==> config.mk <==
export PLATFORM = sky130hd
export DESIGN_NAME = heater_drive_fault_monitor_unit_flat
export DESIGN_NICKNAME = d
export VERILOG_FILES = /design/src/hdfm_pkg.sv /design/src/hdfm_if.sv /design/src/hdfm_ctrl.sv /design/src/hdfm_datapath.sv /design/src/heater_drive_fault_monitor_unit.sv /design/src/flat_wrapper.sv
export SDC_FILE = /design/constraint.sdc
export NUM_CORES = 1
export LEC_CHECK = 0
export BUFFER_PORTS_ARGS = -buffer_cell sky130_fd_sc_hd__buf_2
export CORE_MARGIN = 3
export CORE_UTILIZATION = 50
export DETAILED_ROUTE_END_ITERATION = 7
export GPL_ROUTABILITY_DRIVEN = 1
export GPL_TIMING_DRIVEN = 0
export PLACE_DENSITY = 0.78
export SLEW_MARGIN = 40
export SYNTH_ARGS = -nofsm -noshare
export SYNTH_HDL_FRONTEND = slang
export SYNTH_SLANG_ARGS = --single-unit
==> constraint.sdc <==
create_clock -name clk_i -period 4.2 [get_ports clk_i]
set_input_delay 0.42 -clock clk_i [delete_from_list [all_inputs] [get_ports clk_i]]
set_output_delay 0.42 -clock clk_i [all_outputs]
set_load 0.02 [all_outputs]
==> src/hdfm_pkg.sv <==
// Package for the heater drive fault monitor: item types, register codes,
// controller types and sizing constants. Depends on nothing.
package hdfm_pkg;

  // Field widths.
  localparam int unsigned SampleW = 10;
  localparam int unsigned TagW    = 8;
  localparam int unsigned RatioW  = 14;
  localparam int unsigned CountW  = 16;
  localparam int unsigned CfgIdxW = 3;
  localparam int unsigned CfgW    = 16;

  // Length of the switch sample history.
  localparam int unsigned HistLen = 4;

  // Restoring divider: one quotient bit per step.
  localparam int unsigned DivSteps = RatioW;
  localparam int unsigned StepCntW = $clog2(DivSteps);

  // Register reset values.
  localparam logic [SampleW-1:0] SwitchLowThreshRst = SampleW'(401);
  localparam logic [RatioW-1:0]  OnRatioLimitRst    = RatioW'(7);
  localparam logic [CountW-1:0]  OnCountLimitRst    = CountW'(625);
  localparam logic [RatioW-1:0]  OffRatioLimitRst   = RatioW'(3);
  localparam logic [CountW-1:0]  OffCountLimitRst   = CountW'(625);

  // Register indexes on the configuration port.
  typedef enum logic [CfgIdxW-1:0] {
    CfgSwitchLowThresh = 3'd0,
    CfgOnRatioLimit    = 3'd1,
    CfgOnCountLimit    = 3'd2,
    CfgOffRatioLimit   = 3'd3,
    CfgOffCountLimit   = 3'd4
  } cfg_idx_e;

  // One input item.
  typedef struct packed {
    logic               switch_status;
    logic [SampleW-1:0] switch_sample;
    logic [TagW-1:0]    sample_tag;
    logic [SampleW-1:0] heater_sample;
    logic [SampleW-1:0] supply_sample;
    logic               heater_enable;
  } in_item_t;

  // One result item.
  typedef struct packed {
    logic              drive_out;
    logic              switch_state;
    logic              fault_pulse;
    logic [RatioW-1:0] pin_ratio;
  } out_item_t;

  // Controller states.
  typedef enum logic [1:0] {
    StIdle,
    StDiv,
    StFinish
  } ctrl_state_e;

  // Commands from the controller to the datapath.
  typedef struct packed {
    logic load;
    logic step;
    logic commit;
  } dp_cmd_t;

  // Status from the datapath to the controller.
  typedef struct packed {
    logic out_busy;
  } dp_status_t;

endpackage

==> src/hdfm_if.sv <==
// Valid/ready channel interfaces for input and result transactions.
// Depends on hdfm_pkg for the payload types.
interface hdfm_in_if;
  hdfm_pkg::in_item_t data;
  logic               valid;
  logic               ready;

  modport source (output valid, output data, input ready);
  modport sink (input valid, input data, output ready);
endinterface

interface hdfm_out_if;
  hdfm_pkg::out_item_t data;
  logic                valid;
  logic                ready;

  modport source (output valid, output data, input ready);
  modport sink (input valid, input data, output ready);
endinterface

==> src/hdfm_ctrl.sv <==
// Controller of the heater drive fault monitor: sequences load, divide
// and commit. Depends on hdfm_pkg.
module hdfm_ctrl (
  input  logic                 clk_i,
  input  logic                 rst_ni,
  input  logic                 in_valid_i,
  output logic                 in_ready_o,
  input  hdfm_pkg::dp_status_t status_i,
  output hdfm_pkg::dp_cmd_t    cmd_o
);
  import hdfm_pkg::*;

  ctrl_state_e         state_q, state_d;
  logic [StepCntW-1:0] step_cnt_q, step_cnt_d;

  // Next state.
  always_comb begin
    state_d = state_q;
    unique case (state_q)
      StIdle: begin
        if (in_valid_i) begin
          state_d = StDiv;
        end
      end
      StDiv: begin
        if (step_cnt_q == StepCntW'(DivSteps - 1)) begin
          state_d = StFinish;
        end
      end
      StFinish: begin
        if (!status_i.out_busy) begin
          state_d = StIdle;
        end
      end
      default: state_d = StIdle;
    endcase
  end

  // Outputs.
  always_comb begin
    in_ready_o  = 1'b0;
    cmd_o       = '0;
    step_cnt_d  = step_cnt_q;
    unique case (state_q)
      StIdle: begin
        in_ready_o = 1'b1;
        cmd_o.load = in_valid_i;
        step_cnt_d = '0;
      end
      StDiv: begin
        cmd_o.step = 1'b1;
        step_cnt_d = step_cnt_q + 1'b1;
      end
      StFinish: begin
        cmd_o.commit = !status_i.out_busy;
      end
      default: ;
    endcase
  end

  // State and step counter.
  always_ff @(posedge clk_i or negedge rst_ni) begin
    if (!rst_ni) begin
      state_q    <= StIdle;
      step_cnt_q <= '0;
    end else begin
      state_q    <= state_d;
      step_cnt_q <= step_cnt_d;
    end
  end

  // The divider never runs past its last quotient bit.
  assert property (@(posedge clk_i) disable iff (!rst_ni)
    state_q == StDiv |-> step_cnt_q <= StepCntW'(DivSteps - 1))
    else $error("divider step count overran");

  // A finish always follows exactly the last divide step.
  assert property (@(posedge clk_i) disable iff (!rst_ni)
    state_q == StFinish && $past(state_q) == StDiv |->
      $past(step_cnt_q) == StepCntW'(DivSteps - 1))
    else $error("finish entered before the quotient was complete");

endmodule

==> src/hdfm_datapath.sv <==
// Datapath of the heater drive fault monitor: configuration registers,
// serial ratio divider, switch history, fault counters and result register.
// Depends on hdfm_pkg.
module hdfm_datapath (
  input  logic                         clk_i,
  input  logic                         rst_ni,
  input  logic                         cfg_we_i,
  input  logic [hdfm_pkg::CfgIdxW-1:0] cfg_idx_i,
  input  logic [hdfm_pkg::CfgW-1:0]    cfg_data_i,
  input  hdfm_pkg::in_item_t           in_data_i,
  input  hdfm_pkg::dp_cmd_t            cmd_i,
  output hdfm_pkg::dp_status_t         status_o,
  output logic                         out_valid_o,
  output hdfm_pkg::out_item_t          out_data_o,
  input  logic                         out_ready_i
);
  import hdfm_pkg::*;

  localparam logic [CountW-1:0] CountMax = '1;

  // Configuration registers.
  logic [SampleW-1:0] sw_low_thresh_q;
  logic [RatioW-1:0]  on_ratio_lim_q, off_ratio_lim_q;
  logic [CountW-1:0]  on_count_lim_q, off_count_lim_q;

  // Tick state.
  logic [HistLen-1:0] hist_q, hist_d;
  logic [TagW-1:0]    last_tag_q;
  logic [CountW-1:0]  on_cnt_q, on_cnt_d, off_cnt_q, off_cnt_d;
  logic               drive_q, drive_d, en_prev_q, sw_prev_q;

  // Captured item and divider.
  in_item_t           item_q;
  logic [SampleW-1:0] rem_q;
  logic [RatioW-1:0]  dvd_q;
  logic [SampleW:0]   rem_shift, rem_diff;
  logic [RatioW-1:0]  heater_x10;

  // Result register.
  logic      out_valid_q;
  out_item_t out_data_q, out_data_d;

  // Tick logic.
  logic              new_sample, press_bit, sw;
  logic [RatioW-1:0] ratio;
  logic              pulse;

  // Configuration writes; unknown indexes are dropped.
  always_ff @(posedge clk_i or negedge rst_ni) begin
    if (!rst_ni) begin
      sw_low_thresh_q <= SwitchLowThreshRst;
      on_ratio_lim_q  <= OnRatioLimitRst;
      on_count_lim_q  <= OnCountLimitRst;
      off_ratio_lim_q <= OffRatioLimitRst;
      off_count_lim_q <= OffCountLimitRst;
    end else if (cfg_we_i) begin
      unique case (cfg_idx_i)
        CfgSwitchLowThresh: sw_low_thresh_q <= cfg_data_i[SampleW-1:0];
        CfgOnRatioLimit:    on_ratio_lim_q  <= cfg_data_i[RatioW-1:0];
        CfgOnCountLimit:    on_count_lim_q  <= cfg_data_i[CountW-1:0];
        CfgOffRatioLimit:   off_ratio_lim_q <= cfg_data_i[RatioW-1:0];
        CfgOffCountLimit:   off_count_lim_q <= cfg_data_i[CountW-1:0];
        default: ;
      endcase
    end
  end

  // Heater sample times ten, as two shifts and an add.
  assign heater_x10 = {1'b0, in_data_i.heater_sample, 3'b000}
                    + {3'b000, in_data_i.heater_sample, 1'b0};

  // One restoring division step: the quotient bits shift into the dividend.
  assign rem_shift = {rem_q, dvd_q[RatioW-1]};
  assign rem_diff  = rem_shift - {1'b0, item_q.supply_sample};

  always_ff @(posedge clk_i) begin
    if (cmd_i.load) begin
      item_q <= in_data_i;
      rem_q  <= '0;
      dvd_q  <= heater_x10;
    end else if (cmd_i.step) begin
      if (!rem_diff[SampleW]) begin
        rem_q <= rem_diff[SampleW-1:0];
        dvd_q <= {dvd_q[RatioW-2:0], 1'b1};
      end else begin
        rem_q <= rem_shift[SampleW-1:0];
        dvd_q <= {dvd_q[RatioW-2:0], 1'b0};
      end
    end
  end

  // Switch qualification over the sample history.
  always_comb begin
    new_sample = item_q.sample_tag != last_tag_q;
    press_bit  = item_q.switch_sample <= sw_low_thresh_q;
    hist_d     = hist_q;
    sw         = item_q.switch_status;
    if (new_sample) begin
      if (HistLen > 1) begin
        hist_d = {hist_q[HistLen-2:0], press_bit};
      end else begin
        hist_d = HistLen'(press_bit);
      end
      if (hist_d == '1) begin
        sw = 1'b1;
      end else if (hist_d == '0) begin
        sw = 1'b0;
      end
    end
  end

  // A zero supply sample gives a zero ratio.
  assign ratio = (item_q.supply_sample == '0) ? '0 : dvd_q;

  // Fault counters, edge clear and drive update.
  always_comb begin
    on_cnt_d  = on_cnt_q;
    off_cnt_d = off_cnt_q;
    pulse     = 1'b0;
    drive_d   = drive_q;

    if (drive_q && item_q.heater_enable) begin
      if (ratio <= on_ratio_lim_q) begin
        if (on_cnt_q != CountMax) begin
          on_cnt_d = on_cnt_q + 1'b1;
          if (on_cnt_d == on_count_lim_q) begin
            pulse = 1'b1;
          end
        end
      end else begin
        on_cnt_d = '0;
      end
    end

    if (!drive_q && !item_q.heater_enable) begin
      if (ratio >= off_ratio_lim_q) begin
        if (off_cnt_q != CountMax) begin
          off_cnt_d = off_cnt_q + 1'b1;
          if (off_cnt_d == off_count_lim_q) begin
            pulse = 1'b1;
          end
        end
      end else begin
        off_cnt_d = '0;
      end
    end

    // A falling switch edge clears the on-fault count.
    if (sw_prev_q && !sw) begin
      on_cnt_d = '0;
    end

    if (en_prev_q != item_q.heater_enable) begin
      drive_d = item_q.heater_enable;
    end else begin
      drive_d = sw;
    end
  end

  always_comb begin
    out_data_d.drive_out    = drive_d;
    out_data_d.switch_state = sw;
    out_data_d.fault_pulse  = pulse;
    out_data_d.pin_ratio    = ratio;
  end

  // Tick state commits once per item.
  always_ff @(posedge clk_i or negedge rst_ni) begin
    if (!rst_ni) begin
      hist_q     <= '0;
      last_tag_q <= '0;
      on_cnt_q   <= '0;
      off_cnt_q  <= '0;
      drive_q    <= 1'b0;
      en_prev_q  <= 1'b0;
      sw_prev_q  <= 1'b0;
    end else if (cmd_i.commit) begin
      hist_q     <= hist_d;
      last_tag_q <= item_q.sample_tag;
      on_cnt_q   <= on_cnt_d;
      off_cnt_q  <= off_cnt_d;
      drive_q    <= drive_d;
      en_prev_q  <= item_q.heater_enable;
      sw_prev_q  <= sw;
    end
  end

  // Result register: loaded on commit, emptied when the sink takes it.
  always_ff @(posedge clk_i or negedge rst_ni) begin
    if (!rst_ni) begin
      out_valid_q <= 1'b0;
    end else if (cmd_i.commit) begin
      out_valid_q <= 1'b1;
    end else if (out_ready_i) begin
      out_valid_q <= 1'b0;
    end
  end

  always_ff @(posedge clk_i) begin
    if (cmd_i.commit) begin
      out_data_q <= out_data_d;
    end
  end

  assign status_o.out_busy = out_valid_q && !out_ready_i;
  assign out_valid_o       = out_valid_q;
  assign out_data_o        = out_data_q;

  // A commit never overwrites a result that has not been taken.
  assert property (@(posedge clk_i) disable iff (!rst_ni)
    cmd_i.commit |-> !out_valid_q || out_ready_i)
    else $error("result overwritten before transfer");

  // A commit always presents a result in the next cycle.
  assert property (@(posedge clk_i) disable iff (!rst_ni)
    cmd_i.commit |=> out_valid_q)
    else $error("committed result not presented");

  // A waiting result holds still until the sink takes it.
  assert property (@(posedge clk_i) disable iff (!rst_ni)
    out_valid_q && !out_ready_i |=> out_valid_q && $stable(out_data_q))
    else $error("waiting result changed before transfer");

endmodule

==> src/heater_drive_fault_monitor_unit.sv <==
// Top level of the heater drive fault monitor: controller plus datapath.
// Depends on hdfm_pkg, hdfm_if, hdfm_ctrl and hdfm_datapath.
//
//   Channel   Direction   Handshake           Payload
//   in_if     sink        valid / ready       hdfm_pkg::in_item_t
//   out_if    source      valid / ready       hdfm_pkg::out_item_t
//   cfg       sink        cfg_we_i only       cfg_idx_i, cfg_data_i
//
// An item goes through an accept step, the bit-serial ratio divider (one
// quotient bit per cycle over RatioW bits), and a commit of the result.
// The next item is accepted as soon as the commit is done, while the
// result register may still be waiting for the sink. A stalled sink holds
// the block in its commit step. Reset is asynchronous and active low and
// restores all but the item, divider and result data registers at once.
module heater_drive_fault_monitor_unit (
  input  logic                         clk_i,
  input  logic                         rst_ni,
  input  logic                         cfg_we_i,
  input  logic [hdfm_pkg::CfgIdxW-1:0] cfg_idx_i,
  input  logic [hdfm_pkg::CfgW-1:0]    cfg_data_i,
  hdfm_in_if.sink                      in_if,
  hdfm_out_if.source                   out_if
);
  import hdfm_pkg::*;

  dp_cmd_t    cmd;
  dp_status_t status;
  logic       in_ready;
  logic       out_valid;
  out_item_t  out_data;

  // Sequencer.
  hdfm_ctrl u_ctrl (
    .clk_i      (clk_i),
    .rst_ni     (rst_ni),
    .in_valid_i (in_if.valid),
    .in_ready_o (in_ready),
    .status_i   (status),
    .cmd_o      (cmd)
  );

  // Arithmetic and state.
  hdfm_datapath u_datapath (
    .clk_i       (clk_i),
    .rst_ni      (rst_ni),
    .cfg_we_i    (cfg_we_i),
    .cfg_idx_i   (cfg_idx_i),
    .cfg_data_i  (cfg_data_i),
    .in_data_i   (in_if.data),
    .cmd_i       (cmd),
    .status_o    (status),
    .out_valid_o (out_valid),
    .out_data_o  (out_data),
    .out_ready_i (out_if.ready)
  );

  assign in_if.ready  = in_ready;
  assign out_if.valid = out_valid;
  assign out_if.data  = out_data;

endmodule
==> src/flat_wrapper.sv <==
// flat-port wrapper written by rule: the top's interface ports become plain ports
module heater_drive_fault_monitor_unit_flat import hdfm_pkg::*;
  (clk_i, rst_ni, cfg_we_i, cfg_idx_i, cfg_data_i, in_if_valid, in_if_data, in_if_ready, out_if_valid, out_if_data, out_if_ready);
  hdfm_in_if in_if_i ();
  hdfm_out_if out_if_i ();
  input  logic clk_i;
  input  logic rst_ni;
  input  logic cfg_we_i;
  input  logic [hdfm_pkg::CfgIdxW-1:0] cfg_idx_i;
  input  logic [hdfm_pkg::CfgW-1:0] cfg_data_i;
  input wire logic [$bits(in_if_i.valid)-1:0] in_if_valid;
  input wire logic [$bits(in_if_i.data)-1:0] in_if_data;
  output wire logic [$bits(in_if_i.ready)-1:0] in_if_ready;
  output wire logic [$bits(out_if_i.valid)-1:0] out_if_valid;
  output wire logic [$bits(out_if_i.data)-1:0] out_if_data;
  input wire logic [$bits(out_if_i.ready)-1:0] out_if_ready;
  assign in_if_i.valid = in_if_valid;
  assign in_if_i.data = in_if_data;
  assign in_if_ready = in_if_i.ready;
  assign out_if_valid = out_if_i.valid;
  assign out_if_data = out_if_i.data;
  assign out_if_i.ready = out_if_ready;
  heater_drive_fault_monitor_unit u_core (.clk_i(clk_i), .rst_ni(rst_ni), .cfg_we_i(cfg_we_i), .cfg_idx_i(cfg_idx_i), .cfg_data_i(cfg_data_i), .in_if(in_if_i), .out_if(out_if_i));
endmodule
==> impl_metrics.ini, run 1 <==
[timing]
max_slew.worst_pin.slew_ps = 823
fin_skew_ps = 7.99
rsz0062_at_grt = no
finalHoldViolCount = 0
fmax_ghz = 0.246
fin_crit_sh = 0.969
slew_headroom = 0.449
setup_violations = 0
period_needed_ps = 4070
slew_viol_final = 0

[yosys]
async_flop_share = 0.634
synth_common_cells = 104 x dfrtp_1, 99 x nand2_1, 78 x inv_1
synth_top_area_cell = dfrtp_1
postSynthAreaPerCell_sq_um = 10.7
seq_area_frac_synth = 0.489
synth_area_leaders = dfrtp_1 25%, edfxtp_1 17%, mux2_2 6.9%
synth_area_sq_um = 10500
synth_edf_count = 61
synth_nets = 1101
yosysMostFrequentCell = dfrtp_1
synth_top_area_share = 0.248
synth.yosys.warnings = 0
ys_types = 83
ys.flop_type = dfrtp_1
ys_ff_latch = 194
syn_inst = 981

[global_routing]
antenna_found_initial = 0
grt_pass1_wl_um = 37500
grt_overflow_total = 0
grt_max_degree = 66
grt_pass1_vias = 7514
gr-usage-all-layers = 0.210

[clock_network]
cts_buffers = 17
cts-root-buf = clkbuf_16
clk_latency_ps = 430
cts.sinks = 194
clockBufferDepth = 2
cts_tree = built
path_clk_slew_ps = 70
htree_levels = 4

[route]
vias_per_cell = 5.72
routed_wl_um = 23400
final_antenna_net_count = 0
vias = 7856
route.detailed.drc = 0
drt_iter0_markers = 568
dr.pass1.iters = 5
wl_per_cell_um = 17.0

[placed_design]
io_buffers = 80
hpwl_um = 17000
gp_congestion = 0.862
place_area_sq_um = 11300

[setup_path]
r2r-start = u_core.u_datapath.item_q[2]$_DFFE_PP_
path_max_fanout = 10
path_class = reg -> reg
endpoint = u_core.u_datapath.on_cnt_q[8]$_DFFE_PN0P_
end_kind = flip-flop
worstReg2RegEnd = u_core.u_datapath.on_cnt_q[8]$_DFFE_PN0P_
critical_path_arrival_ps = 4410
r2r_slack_ps = 130
cp-startpoint = u_core.u_datapath.item_q[2]$_DFFE_PP_
critPathLaunchType = flip-flop
required_ps = 4540
r2r_cells = 14

[layout]
antennaDiodeCount = 0
fill_cells = 1696
finalInstanceArea_sq_um = 11900
finish.utilization = 0.583
synthToLayoutAreaGrowth_pct = 13.3
final_net_count = 1211
layout-drive-gt1-share = 0.209

[power]
p_sw_uw = 2300
switching_share = 0.349
power_uw = 6580
internal-power_uw = 4280
p_clk_frac = 0.218
pwr-share-seq = 0.410
vdd_ir_drop_max_v = 0.000342
combPwrFrac = 0.371
power_density_nw_per_um2 = 553
power.leakage_uw = 0.00507

[min_path]
min_path_type = in -> reg

[floorplan]
start_util = 0.514
die_h_um = 151
placementRows = 52
design.core.area_sq_um = 20400
ioPinCount = 83
die_area_sq_um = 22800
die_w_um = 151

[flow_run]
maxCapViolCount = 0

[outcome]
status = completed
==> cell families (layout without fill, tap and decap cells) <==
group           Yosys count  after routing  share of synthesized area
flops                   194            194                      0.489
compound gates          198            198                      0.128
fa+ha+maj                57             57                     0.0691
mux                      73             73                     0.0772
buf+inv                 106            229                     0.0395
xor+xnor                 72             72                     0.0600
simple gates            281            281                      0.138
==> placed cells by master (no fill, tap or decap), types with 9 or more instances in the layout <==
cell	instances
dfrtp_1	104
nand2_1	99
buf_2	82
inv_1	78
mux2_2	64
o21ai_0	62
edfxtp_1	61
xnor2_1	56
ha_1	54
nor2_1	32
nand3_1	27
a21oi_1	26
clkbuf_1	25
nor3_1	22
dfstp_2	19
nand4_1	17
clkbuf_16	17
xor2_1	16
and2_1	14
and3_1	14
nand2b_1	12
nor2b_1	11
o22ai_1	10
o21ai_1	10
dfxtp_1	10
a21o_1	9
a211oi_1	9
mux2i_1	9
==> power by group through the flow <==
stage	clock network [uW]	registers [uW]	logic, uW
after global routing	1540	2750	2730
after global placement	0	2710	2270
after floorplan	0	2660	1820
final	1440	2700	2440
after detailed placement	0	2730	2350
after CTS	1460	2700	2380
==> through the flow <==
stage | setup TNS [ps] | worst slack [ps] | hold WS [ps] | std cells
final | 0 | 132 | 161 | 1374
after global routing | 0 | 1.18 | 149 | 1374
after CTS | 0 | 13.7 | 151 | 1368
after detailed placement | -964 | -115 | 388 | 1333
after global placement | -660 | -83.1 | 471 | 1331
after floorplan | 0 | 581 | 124 | 981
==> critical path, cell delays in order, from the launching register on <==
cell and delay [ps]:
edfxtp_1 460, nor2_1 350, nand3_2 240, clkbuf_2 240, and2_1 270, ha_1 350, a211o_1 310, o211a_1 130
or4_1 460, nor3_4 290, a211oi_4 190, nor2_4 210, o21ai_4 120, buf_6 180, o21ai_1 160
==> timing repair <==
item,in CTS,in global routing
pin swaps,3,2
resized for setup,0,3
gates cloned,0,0
hold buffers,1,0
setup endpoints to repair,16,31
buffers inserted,2,6
hold endpoints to repair,55,0
==> how the worst min path moves through the flow <==
stage | startpoint | cells past startpoint | to
2_1_floorplan | rst_ni | 0 | u_core.u_ctrl.state_q[0]$_DFFE_PN0P_
3_3_place_gp | u_core.u_datapath.rem_q[5]$_SDFFE_PP0P_ | 2 | u_core.u_datapath.rem_q[5]$_SDFFE_PP0P_
3_5_place_dp | rst_ni | 1 | u_core.u_datapath.off_cnt_q[12]$_DFFE_PN0P_
4_1_cts | in_if_data[4] | 1 | u_core.u_datapath.item_q[4]$_DFFE_PP_
5_1_grt | in_if_data[21] | 1 | u_core.u_datapath.item_q[21]$_DFFE_PP_
6_report | in_if_data[2] | 1 | u_core.u_datapath.item_q[2]$_DFFE_PP_
==> cell type report <==
class                      instances  area, sq um  area share
sequential                       194         5130       0.431
buffer                            26          118     0.00988
multi-input combinational        681         4970       0.418
timing repair buffer              91          536      0.0450
tap                              270          338      0.0284
inverter                          80          302      0.0253
clock buffer                      22          444      0.0373
clock inverter                    10         62.6     0.00525
==> per-layer routing <==
metal  routed length (um)  global-route usage  vias up
met5                    0                   0        -
met4                  536              0.0666        0
met3                 1060              0.0344       43
met2                11500               0.352      201
met1                10300               0.279     3874
li1                     -                   -     3738
==> state kept, by name (all words and copies together), names as in the netlist <==
signal,flops
u_core.u_datapath.off_count_lim_q,16
u_core.u_datapath.sw_low_thresh_q,10
u_core.u_datapath.on_cnt_q,16
u_core.u_datapath.en_prev_q,1
u_core.u_datapath.on_count_lim_q,16
u_core.u_datapath.drive_q,1
u_core.u_datapath.hist_q,3
u_core.u_datapath.off_ratio_lim_q,14
u_core.u_datapath.on_ratio_lim_q,14
u_core.u_datapath.sw_prev_q,1
u_core.u_datapath.dvd_q,14
u_core.u_datapath.off_cnt_q,16
u_core.u_datapath.out_data_o,17
u_core.u_datapath.out_valid_o,1
u_core.u_datapath.last_tag_q,8
u_core.u_datapath.rem_q,10
u_core.u_ctrl.state_q,2
u_core.u_ctrl.step_cnt_q,4
u_core.u_datapath.item_q,30
No activity file was read; power rests on OpenSTA's default activity.
==> run 2, diff against run 1 <==
CTS_BUF_LIST = sky130_fd_sc_hd__clkbuf_16   (was default)
==> run 2 against run 1 <==
Sequential power about the same. Final cell count unchanged. Clock skew about the same. Die area unchanged. Largest power group unchanged.
==> impl_metrics.ini, run 2 (synthesized netlist as in run 1, its figures left out) <==
[placed_design]
gp_congestion = 0.862
io_buffers = 80
place_area_sq_um = 11300
hpwl_um = 17000
placedCellCount = 1333
post-place-ws_ps = -115

[clock_network]
cts_buffers = 17
clockBufferDepth = 2
clk_latency_ps = 430
cts.sinks = 194
htree_levels = 4
cts-root-buf = clkbuf_16
cts_tree = built
path_clk_slew_ps = 70

[setup_path]
required_ps = 4540
end_kind = flip-flop
path_class = reg -> reg
crit_family = simple AND/OR/NAND/NOR gates
critical_path_arrival_ps = 4410
path_max_fanout = 10
cp_slowest_cell = or4_1
critical_path_buf_inv_count = 2
critPathLaunchType = flip-flop
crit_chain = nor4_4 > nand3_2 > clkbuf_2 > and2_1 > ha_1 > a211o_1 > o211a_1 > or4_1 > nor3_4 > a211oi_4 > nor2_4 > o21ai_4 > buf_6 > o21ai_1
critPathMaxStageDelay_ps = 460

[layout]
synthToLayoutAreaGrowth_pct = 13.3
largest_register = u_core.u_datapath.item_q
final_common_cell = dfrtp_1
final_net_count = 1211
final_cell_mix = 104 x dfrtp_1, 99 x nand2_1, 83 x inv_1
fill_cells = 1696
layout-drive-gt1-share = 0.209
fin_cells = 1374
largest_reg_flops = 30
finalInstanceArea_sq_um = 11900
antennaDiodeCount = 0

[timing]
worst_slack_ps = 133
fin_crit_sh = 0.968
slew_viol_final = 0
fmax_ghz = 0.246
fin_skew_ps = 8.23
period_needed_ps = 4070
slew_headroom = 0.455
setup_violations = 0
max_slew.worst_pin.slew_ps = 811
rsz0062_at_grt = no
worst_hold_slack_ps = 161
finalHoldViolCount = 0

[flow_run]
maxCapViolCount = 0

[power]
switching_share = 0.349
p_sw_uw = 2290
power.leakage_uw = 0.00510
power_uw = 6560
combPwrFrac = 0.372
internal-power_uw = 4270
pwr-share-seq = 0.411
p_clk_frac = 0.217
power_density_nw_per_um2 = 551
vdd_ir_drop_max_v = 0.000342

[floorplan]
design.core.area_sq_um = 20400
die_h_um = 151
placementRows = 52
die_w_um = 151
ioPinCount = 83
die_area_sq_um = 22800
start_util = 0.514

[route]
wl_per_cell_um = 17.0
route.detailed.drc = 0
vias_per_cell = 5.70
routed_wl_um = 23400
final_antenna_net_count = 0
dr.pass1.iters = 5
drt_iter0_markers = 573
vias = 7830

[global_routing]
grt_overflow_total = 0
grt_pass1_vias = 7514
gr-usage-all-layers = 0.210
grt_max_degree = 66
grt_pass1_wl_um = 37500
antenna_found_initial = 0

[min_path]
min_path_type = in -> reg

[outcome]
status = completed
-- run 2: worst paths after layout --
path | to | start | cells past startpoint | slack (ps)
setup / recovery | u_core.u_datapath.on_cnt_q[8]$_DFFE_PN0P_ | u_core.u_datapath.item_q[7]$_DFFE_PP_ | 14 | 130
hold / removal | u_core.u_datapath.item_q[4]$_DFFE_PP_ | in_if_data[4] | 1 | 160
hold reg to reg | u_core.u_datapath.rem_q[5]$_SDFFE_PP0P_ | u_core.u_datapath.rem_q[5]$_SDFFE_PP0P_ | 2 | 480
min in group asynchronous | u_core.u_datapath.off_cnt_q[12]$_DFFE_PN0P_ | rst_ni | 2 | 520
setup reg to reg | u_core.u_datapath.on_cnt_q[8]$_DFFE_PN0P_ | u_core.u_datapath.item_q[7]$_DFFE_PP_ | 14 | 130
max in group asynchronous | u_core.u_datapath.off_ratio_lim_q[0]$_DFFE_PN1P_ | rst_ni | 3 | 2980
-- run 2: power groups by stage --
stage               clock network, uW  logic [uW]  registers, uW
floorplan                           0        1820           2660
global placement                    0        2270           2710
detailed placement                  0        2350           2730
CTS                              1440        2380           2700
global route                     1530        2730           2750
finish                           1420        2440           2700
-- run 2: layer usage --
metal / global-route usage / routed length [um] / vias up
met1: 0.279 / 10200 / 3848
met5: 0 / 0 / -
met4: 0.0666 / 538 / 0
met3: 0.0344 / 1070 / 43
li1: - / - / 3737
met2: 0.352 / 11500 / 202
-- run 2: cell type report --
class	count	area [sq um]	share of cell area
buffer	26	118	0.00988
clock buffer	17	425	0.0357
clock inverter	15	81.3	0.00683
inverter	80	302	0.0253
multi-input combinational	681	4970	0.418
sequential	194	5130	0.431
tap	270	338	0.0284
timing repair buffer	91	536	0.0450
-- run 2: metrics by stage --
stage                     TNS [ps]   util
after global placement        -660  0.550
after CTS                        0  0.580
final                            0  0.583
after detailed placement      -964  0.554
after global routing             0  0.583
after floorplan                  0      -
-- run 2: worst reg2reg max path: cells and delay by family, from the launching register on --
family                     cells  cell delay, ps
buffers and inverters          2             420
adders and majority gates      1             360
AOI/OAI and AO/OA              5             920
and+or+nand+nor                6            1870
DFF                            1             430
-- run 2: timing repair --
| item | CTS | global route |
|---|---|---|
| endpoints found under the hold margin | 55 | 0 |
| hold buffers | 1 | 0 |
| resized for setup | 0 | 3 |
| setup endpoints to repair | 16 | 31 |
| gates cloned | 0 | 0 |
| pin swaps | 3 | 2 |
| buffers inserted | 2 | 6 |
